<file path="config.mk">
export PLATFORM = sky130hd
export DESIGN_NAME = masked_byte_pattern_scanner_top
export DESIGN_NICKNAME = d
export VERILOG_FILES = /design/src/hw/rtl/mbps_pkg.sv /design/src/hw/rtl/masked_byte_pattern_scanner_top.sv /design/src/hw/rtl/mbps_cfg_regs.sv /design/src/hw/rtl/mbps_cell.sv
export SDC_FILE = /design/constraint.sdc
export NUM_CORES = 2
export LEC_CHECK = 0
export BUFFER_PORTS_ARGS = -buffer_cell sky130_fd_sc_hd__buf_4
export CAP_MARGIN = 20
export CORE_UTILIZATION = 41
export DETAILED_ROUTE_END_ITERATION = 12
export GPL_TIMING_DRIVEN = 1
export HOLD_SLACK_MARGIN = 0.15
export SYNTH_ARGS = -nofsm -noshare
export SYNTH_HDL_FRONTEND = slang
export SYNTH_SLANG_ARGS = --single-unit
</file>
<file path="constraint.sdc">
create_clock -name clk -period 6.7 [get_ports clk]
set_input_delay 1.34 -clock clk [delete_from_list [all_inputs] [get_ports clk]]
set_output_delay 1.34 -clock clk [all_outputs]
set_load 0.01 [all_outputs]
</file>
<file path="src/hw/rtl/mbps_pkg.sv">
// ----------------------------------------------------------------------------
// mbps_pkg
// Types and constants of the masked byte pattern scanner.
// ----------------------------------------------------------------------------
package mbps_pkg;

	localparam int PAT_BYTES = 32;
	localparam int CFG_W     = 64;
	localparam int IDX_W     = 3;
	localparam int LEN_W     = 6;

	typedef enum logic [IDX_W-1:0] {
		REG_PAT0   = 3'd0,
		REG_PAT1   = 3'd1,
		REG_PAT2   = 3'd2,
		REG_PAT3   = 3'd3,
		REG_MASK   = 3'd4,
		REG_LENGTH = 3'd5,
		REG_BASE   = 3'd6
	} reg_idx_t;

	typedef struct packed {
		logic [7:0] data_byte;
		logic       region_last;
	} in_req_t;

	typedef struct packed {
		logic [63:0] match_address;
		logic        found;
	} out_req_t;

	typedef struct packed {
		logic [PAT_BYTES*8-1:0] pattern;
		logic [PAT_BYTES-1:0]   mask;
		logic [LEN_W-1:0]       length;
		logic [63:0]            base;
	} cfg_t;

	function automatic logic [7:0] pattern_byte(logic [PAT_BYTES*8-1:0] pat, logic [4:0] idx);
		pattern_byte = pat[idx*8 +: 8];
	endfunction

endpackage

</file>
<file path="src/hw/rtl/masked_byte_pattern_scanner_top.sv">
// ----------------------------------------------------------------------------
// masked_byte_pattern_scanner_top
// Wildcard byte signature search over a byte stream, one cell per window byte.
//
//   channel  | signals                          | role
//   ---------+----------------------------------+-------------------------------
//   in       | in_valid, in_ready, in_req       | region bytes, last-byte flag
//   out      | out_valid, out_ready, out_req    | match address or not-found
//   cfg      | cfg_we, cfg_addr, cfg_wdata      | register writes, no wait
//
// One byte per cycle while no result is held in stage 1; a result passes
// stage 1, then the output register. Cells compare in the accept cycle, the
// hit AND and base add form the output stage. Reset clears window, counter,
// match flag and registers. A stalled output holds the next result in stage 1
// and stops input; until then, bytes that give no result keep flowing.
// ----------------------------------------------------------------------------
module masked_byte_pattern_scanner_top #(
	parameter int PATTERN_MAX = 32,
	parameter int COUNT_BITS  = 48
) (
	input  logic                       clk,
	input  logic                       arst_n,
	input  logic                       in_valid,
	output logic                       in_ready,
	input  mbps_pkg::in_req_t          in_req,
	output logic                       out_valid,
	input  logic                       out_ready,
	output mbps_pkg::out_req_t         out_req,
	input  logic                       cfg_we,
	input  logic [mbps_pkg::IDX_W-1:0] cfg_addr,
	input  logic [mbps_pkg::CFG_W-1:0] cfg_wdata
);

	mbps_pkg::cfg_t          cfg;
	logic [7:0]              win [PATTERN_MAX];
	logic [PATTERN_MAX-1:0]  hits_s1;

	logic                    accept;
	logic [COUNT_BITS-1:0]   count_q;
	logic [COUNT_BITS-1:0]   count_inc;
	logic [COUNT_BITS-1:0]   len_ext;
	logic                    len_ok;

	logic                    valid_s1;
	logic                    last_s1;
	logic                    lenok_s1;
	logic [COUNT_BITS-1:0]   offset_s1;

	logic                    done_q;
	logic                    out_valid_q;
	mbps_pkg::out_req_t      out_req_q;
	logic                    hit_all;
	logic                    match;
	logic                    not_found;
	logic                    produce;
	logic                    out_free;
	logic                    adv_s1;

	mbps_cfg_regs u_cfg (
		.clk       (clk),
		.arst_n    (arst_n),
		.cfg_we    (cfg_we),
		.cfg_addr  (cfg_addr),
		.cfg_wdata (cfg_wdata),
		.cfg       (cfg)
	);

	for (genvar k = 0; k < PATTERN_MAX; k++) begin : g_cell
		logic [7:0] d_in;
		if (k == 0) begin : g_head
			assign d_in = in_req.data_byte;
		end else begin : g_link
			assign d_in = win[k-1];
		end
		mbps_cell #(.IDX(k)) u_cell (
			.clk      (clk),
			.arst_n   (arst_n),
			.shift_en (accept),
			.clear    (in_req.region_last),
			.d_in     (d_in),
			.cfg      (cfg),
			.d_out    (win[k]),
			.hit_s1   (hits_s1[k])
		);
	end

	assign accept    = in_valid && in_ready;
	assign count_inc = (count_q == '1) ? count_q : count_q + 1'b1;
	assign len_ext   = COUNT_BITS'(cfg.length);
	assign len_ok    = (cfg.length != '0)
	                && ({1'b0, cfg.length} <= 7'(PATTERN_MAX))
	                && (count_inc >= len_ext);

	assign hit_all   = lenok_s1 && (&hits_s1);
	assign match     = !done_q && hit_all;
	assign not_found = !done_q && !hit_all && last_s1;
	assign produce   = match || not_found;
	assign out_free  = !out_valid_q || out_ready;
	assign adv_s1    = valid_s1 && (out_free || !produce);
	assign in_ready  = !valid_s1 || adv_s1;

	always_ff @(posedge clk or negedge arst_n) begin
		if (!arst_n) begin
			count_q  <= '0;
			valid_s1 <= 1'b0;
		end else if (accept) begin
			count_q  <= in_req.region_last ? '0 : count_inc;
			valid_s1 <= 1'b1;
		end else if (adv_s1) begin
			valid_s1 <= 1'b0;
		end
	end

	always_ff @(posedge clk) begin
		if (accept) begin
			last_s1   <= in_req.region_last;
			lenok_s1  <= len_ok;
			offset_s1 <= count_inc - len_ext;
		end
	end

	always_ff @(posedge clk or negedge arst_n) begin
		if (!arst_n) begin
			done_q      <= 1'b0;
			out_valid_q <= 1'b0;
		end else begin
			if (adv_s1) begin
				done_q <= last_s1 ? 1'b0 : (done_q || match);
			end
			if (adv_s1 && produce) begin
				out_valid_q <= 1'b1;
			end else if (out_ready) begin
				out_valid_q <= 1'b0;
			end
		end
	end

	always_ff @(posedge clk) begin
		if (adv_s1 && produce) begin
			out_req_q.found         <= match;
			out_req_q.match_address <= match ? cfg.base + 64'(offset_s1) : 64'd0;
		end
	end

	assign out_valid = out_valid_q;
	assign out_req   = out_req_q;

endmodule

</file>
<file path="src/hw/rtl/mbps_cfg_regs.sv">
// ----------------------------------------------------------------------------
// mbps_cfg_regs
// Configuration register file: pattern, compare mask, length, region base.
// ----------------------------------------------------------------------------
module mbps_cfg_regs (
	input  logic                       clk,
	input  logic                       arst_n,
	input  logic                       cfg_we,
	input  logic [mbps_pkg::IDX_W-1:0] cfg_addr,
	input  logic [mbps_pkg::CFG_W-1:0] cfg_wdata,
	output mbps_pkg::cfg_t             cfg
);

	mbps_pkg::cfg_t cfg_q;

	always_ff @(posedge clk or negedge arst_n) begin
		if (!arst_n) begin
			cfg_q <= '0;
		end else if (cfg_we) begin
			case (cfg_addr)
				mbps_pkg::REG_PAT0:   cfg_q.pattern[0   +: 64] <= cfg_wdata;
				mbps_pkg::REG_PAT1:   cfg_q.pattern[64  +: 64] <= cfg_wdata;
				mbps_pkg::REG_PAT2:   cfg_q.pattern[128 +: 64] <= cfg_wdata;
				mbps_pkg::REG_PAT3:   cfg_q.pattern[192 +: 64] <= cfg_wdata;
				mbps_pkg::REG_MASK:   cfg_q.mask   <= cfg_wdata[mbps_pkg::PAT_BYTES-1:0];
				mbps_pkg::REG_LENGTH: cfg_q.length <= cfg_wdata[mbps_pkg::LEN_W-1:0];
				mbps_pkg::REG_BASE:   cfg_q.base   <= cfg_wdata;
				default: begin
				end
			endcase
		end
	end

	assign cfg = cfg_q;

endmodule

</file>
<file path="src/hw/rtl/mbps_cell.sv">
// ----------------------------------------------------------------------------
// mbps_cell
// One window position: holds a byte, passes it on, and compares the incoming
// byte against the pattern byte that lands on this position.
// ----------------------------------------------------------------------------
module mbps_cell #(
	parameter int IDX = 0
) (
	input  logic           clk,
	input  logic           arst_n,
	input  logic           shift_en,
	input  logic           clear,
	input  logic [7:0]     d_in,
	input  mbps_pkg::cfg_t cfg,
	output logic [7:0]     d_out,
	output logic           hit_s1
);

	logic [7:0] byte_q;
	logic [6:0] pos;
	logic [6:0] sel;
	logic       used;
	logic       hit;

	assign pos  = 7'(IDX);
	assign sel  = {1'b0, cfg.length} - pos - 7'd1;
	assign used = (pos < {1'b0, cfg.length}) && cfg.mask[sel[4:0]];
	assign hit  = !used || (d_in == mbps_pkg::pattern_byte(cfg.pattern, sel[4:0]));

	always_ff @(posedge clk or negedge arst_n) begin
		if (!arst_n) begin
			byte_q <= '0;
		end else if (shift_en) begin
			byte_q <= clear ? 8'd0 : d_in;
		end
	end

	always_ff @(posedge clk) begin
		if (shift_en) begin
			hit_s1 <= hit;
		end
	end

	assign d_out = byte_q;

endmodule

</file>
==> metrics.md <==
| Metric | Value |
|---|---|
| Layout Skew | 0.0499 ns |
| Max clock buf depth | 3 |
| Buf+Inv Stages, Crit Path | 1 |
| Run status | finished clean |
| Synth Flop Type | dfrtp_1 |
| Syn Nets | 5886 |
| Post-synth ARST share | 0.817 |
| Vias in the first global route | 44500 |
| Post-DP HPWL | 174000 µm |
| Post-Syn Area per Cell | 10.1 µm² |
| EDFF count, synth | 147 |
| Worst Path Required | 7.21 ns |
| Worst skew pair latency | 0.77 ns |
| Rel. slew slack | 0.230 |
| Total Wirelength | 227000 µm |
| DR DRC count | 0 |
| Die area | 143000 µm² |
| Synth top area cells | dfrtp_1 28%, mux4_2 14%, mux2_2 7.9%, edfxtp_1 7.6%, mux2i_1 6.5% |
| CTS tree | done |
| RSZ-0062 raised after global routing | no |
| Crit path kind | flop to flop |
| Initial antenna violation count | 13 |
| Initial Util | 0.414 |
| Maximum number of pins on one net before global-route repair | 222 |
| Worst VDD drop | 0.310 mV |
| Non-Filler Instances | 7630 |
| Worst-path cell chain | nand4_1 -> nor4_4 -> nand4_1 -> buf_4 -> nand2_1 -> xnor2_1 -> ha_1 -> nor2b_1 -> o21ai_0 -> a21boi_0 -> o21ai_0 -> nor3b_1 -> nand3_2 -> nor2_4 -> nand2_2 -> nor2_2 -> nand3_1 -> xor2_1 |
| Share of cells above drive strength 1 | 0.219 |
| Core footprint | 140000 µm² |
| Port bufs | 147 |
| Worst-path fanout max | 22 |
| CTS clock-pin slew for the worst setup and hold paths | 0.06 ns |
| Num CTS Buffers | 93 |
| CTS-repair resized insts | 0 |
| Max-slew violations | 0 |
| Drt initial violations | 7192 |
| Sum of negative setup slack | 0 ns |
| Slew @ Worst Pin | 1.15 ns |
| Fin nets | 5818 |
| Delay-heaviest family, CP | simple AND/OR/NAND/NOR gates |
| Sequential share of the synthesized area | 0.359 |
| Die width | 378 µm |
| Site row count | 137 |
| Yosys warns | 0 |
| Router iterations before antenna repair | 9 |
| Congestion Overflow GR | 0 |
| Dpl cells | 7447 |
| Antenna viol nets, final | 0 |
| Post-CTS Setup Repair Bufs | 0 |
| CP peak stage delay | 0.72 ns |
| Fin crit share | 0.845 |
| Worst path slowest cell | nor4_4 |
| Hold Violations, Final | 0 |
| Post-synthesis instance total | 5736 |
| CTS Sinks | 804 |
| Synth cell types | 87 |
| Die Ht | 378 µm |
| Final Setup Violations | 0 |
| Fill count | 13000 |
| CP Launch Type | flop |
| H-tree Lvls | 3 |
| Via count | 48300 |
| Maximum Capacitance Violations | 0 |
| Largest area contributor in the netlist | dfrtp_1 |
| CTS hold repair buffers | 0 |
| Synth top area share | 0.283 |
| GR Util All Layers | 0.316 |
| DR vias/cell | 6.33 |
| Max Clk Rate | 0.177 GHz |
| Global-route wire length before repair | 324000 µm |
| Io pins | 148 |
| Syn-to-layout area delta | 11.3% |
| Arr. time, crit path | 6.17 ns |
| WL per Instance | 29.8 µm |
| Leakage power figure | 25.7 nW |
| Pwr per Cell Area | 458 nW/µm² |
| CP endpoint kind | flop |
| Register bit total from synthesis | 804 |
| Cell Area, Synth | 58000 µm² |
| Final min period | 5.66 ns |
| Hold WC Path Type | flop to flop |
| Clock root buffer | clkbuf_16 |
| Routability congestion estimate | 1.04 |
==> cells in the mapped netlist (42+ instances only) <==
library cell  instances
a21oi_1             182
buf_1                67
clkbuf_1            320
dfrtp_1             657
edfxtp_1            147
ha_1                 67
inv_1                42
mux2_2              405
mux2i_1             379
mux4_2              351
nand2_1             892
nand2b_1            267
nand3_1              76
nand4_1             103
nor2_1              235
o21ai_0             565
o22ai_1              45
xnor2_1             299
xor2_1              131
==> metrics by stage <==
| step | util | hold WS (ns) | area, µm² | power, mW | setup WS [ns] |
|---|---|---|---|---|---|
| 2_1_floorplan | - | 0.424 | 58000 | 17.3 | 1.68 |
| 3_3_place_gp | 0.437 | 0.455 | 61200 | 23.1 | 1.24 |
| 3_5_place_dp | 0.437 | 0.478 | 61200 | 23.4 | 1.12 |
| 4_1_cts | 0.461 | 0.490 | 64500 | 29.0 | 1.10 |
| 5_1_grt | 0.461 | 0.505 | 64600 | 30.5 | 0.740 |
| 6_report | 0.461 | 0.485 | 64600 | 29.6 | 1.04 |
==> logic make-up (layout without fill, tap and decap cells) <==
logic type / count (synthesis) / in the layout / synth area share
multiplexers: 1135 / 1135 / 0.280
other: 0 / 9 / 0
buffers and inverters: 464 / 473 / 0.0307
AND/OR/NAND/NOR: 1774 / 1774 / 0.143
flip-flops: 804 / 804 / 0.359
AO/OA/AOI/OAI: 1060 / 1060 / 0.106
adder cells (fa/ha/maj): 69 / 69 / 0.0151
XOR/XNOR: 430 / 430 / 0.0649
==> flip-flops by register name, indices dropped and copies added, names as in the netlist <==
name / cells
count_q: 48
done_q: 1
g_cell.u_cell.d_out: 248
g_cell.u_cell.hit_s1: 32
last_s1: 1
lenok_s1: 1
offset_s1: 48
out_req: 65
out_valid: 1
u_cfg.cfg: 358
valid_s1: 1
==> routing by layer <==
| layer | GRT usage | routed length, µm | vias up |
|---|---|---|---|
| met4 | 0.179 | 15400 | 0 |
| met3 | 0.0738 | 24400 | 506 |
| li1 | - | - | 20800 |
| met2 | 0.454 | 95900 | 2932 |
| met5 | 0 | 0 | - |
| met1 | 0.435 | 91700 | 24100 |
==> report_power, final <==
group | internal [mW] | switching (mW)
Clock | 3.24 | 2.36
Combinational | 6.56 | 10.8
Sequential | 5.69 | 0.936
==> worst register-to-register path, stage by stage, from the launching register on <==
cell and delay (ns):
dfrtp_1 0.57, nand4_1 0.30, nor4_4 0.72, nand4_1 0.30, buf_4 0.32, nand2_1 0.11, xnor2_1 0.15, ha_1 0.32
nor2b_1 0.15, o21ai_0 0.20, a21boi_0 0.15, o21ai_0 0.22, nor3b_1 0.64, nand3_2 0.24, nor2_4 0.27, nand2_2 0.16
nor2_2 0.27, nand3_1 0.13, xor2_1 0.16
==> placed cells by master, fill, tap and decap left out, types with 39 or more instances in the layout <==
master,n
ha_1,65
mux2_2,405
a21oi_1,182
nand3_1,76
dfrtp_1,652
o21ai_0,565
xnor2_1,269
clkbuf_16,98
nand2b_1,267
xor2_1,125
edfxtp_1,147
nand2_1,891
inv_1,41
mux2i_1,379
buf_4,242
o22ai_1,45
nor2_1,234
nand4_1,103
mux4_2,351
nor3_1,39
==> cell type report <==
| type | count | area (µm²) | area share |
|---|---|---|---|
| clock buffers | 124 | 2650 | 0.0410 |
| well taps | 1876 | 2350 | 0.0363 |
| clock inverters | 48 | 674 | 0.0104 |
| flip-flops and latches | 804 | 20900 | 0.323 |
| diodes | 9 | 22.5 | 0.000349 |
| inverters | 46 | 175 | 0.00271 |
| repair buffers | 255 | 2050 | 0.0318 |
| multi-input cells | 4468 | 35800 | 0.554 |
==> worst paths after layout <==
kind	start	end	slack, ns	cells past startpoint
worst min-delay path	last_s1	done_q	0.49	1
worst max register to register	count_q[32]	offset_s1[46]	1.04	18
worst min register to register	last_s1	done_q	0.49	1
max in group asynchronous	arst_n	g_cell[0].u_cell.d_out[6]	4.62	2
min in group asynchronous	arst_n	u_cfg.cfg[120]	0.64	1
worst max-delay path	count_q[32]	offset_s1[46]	1.04	18
Power figures use the tool's default switching activity.
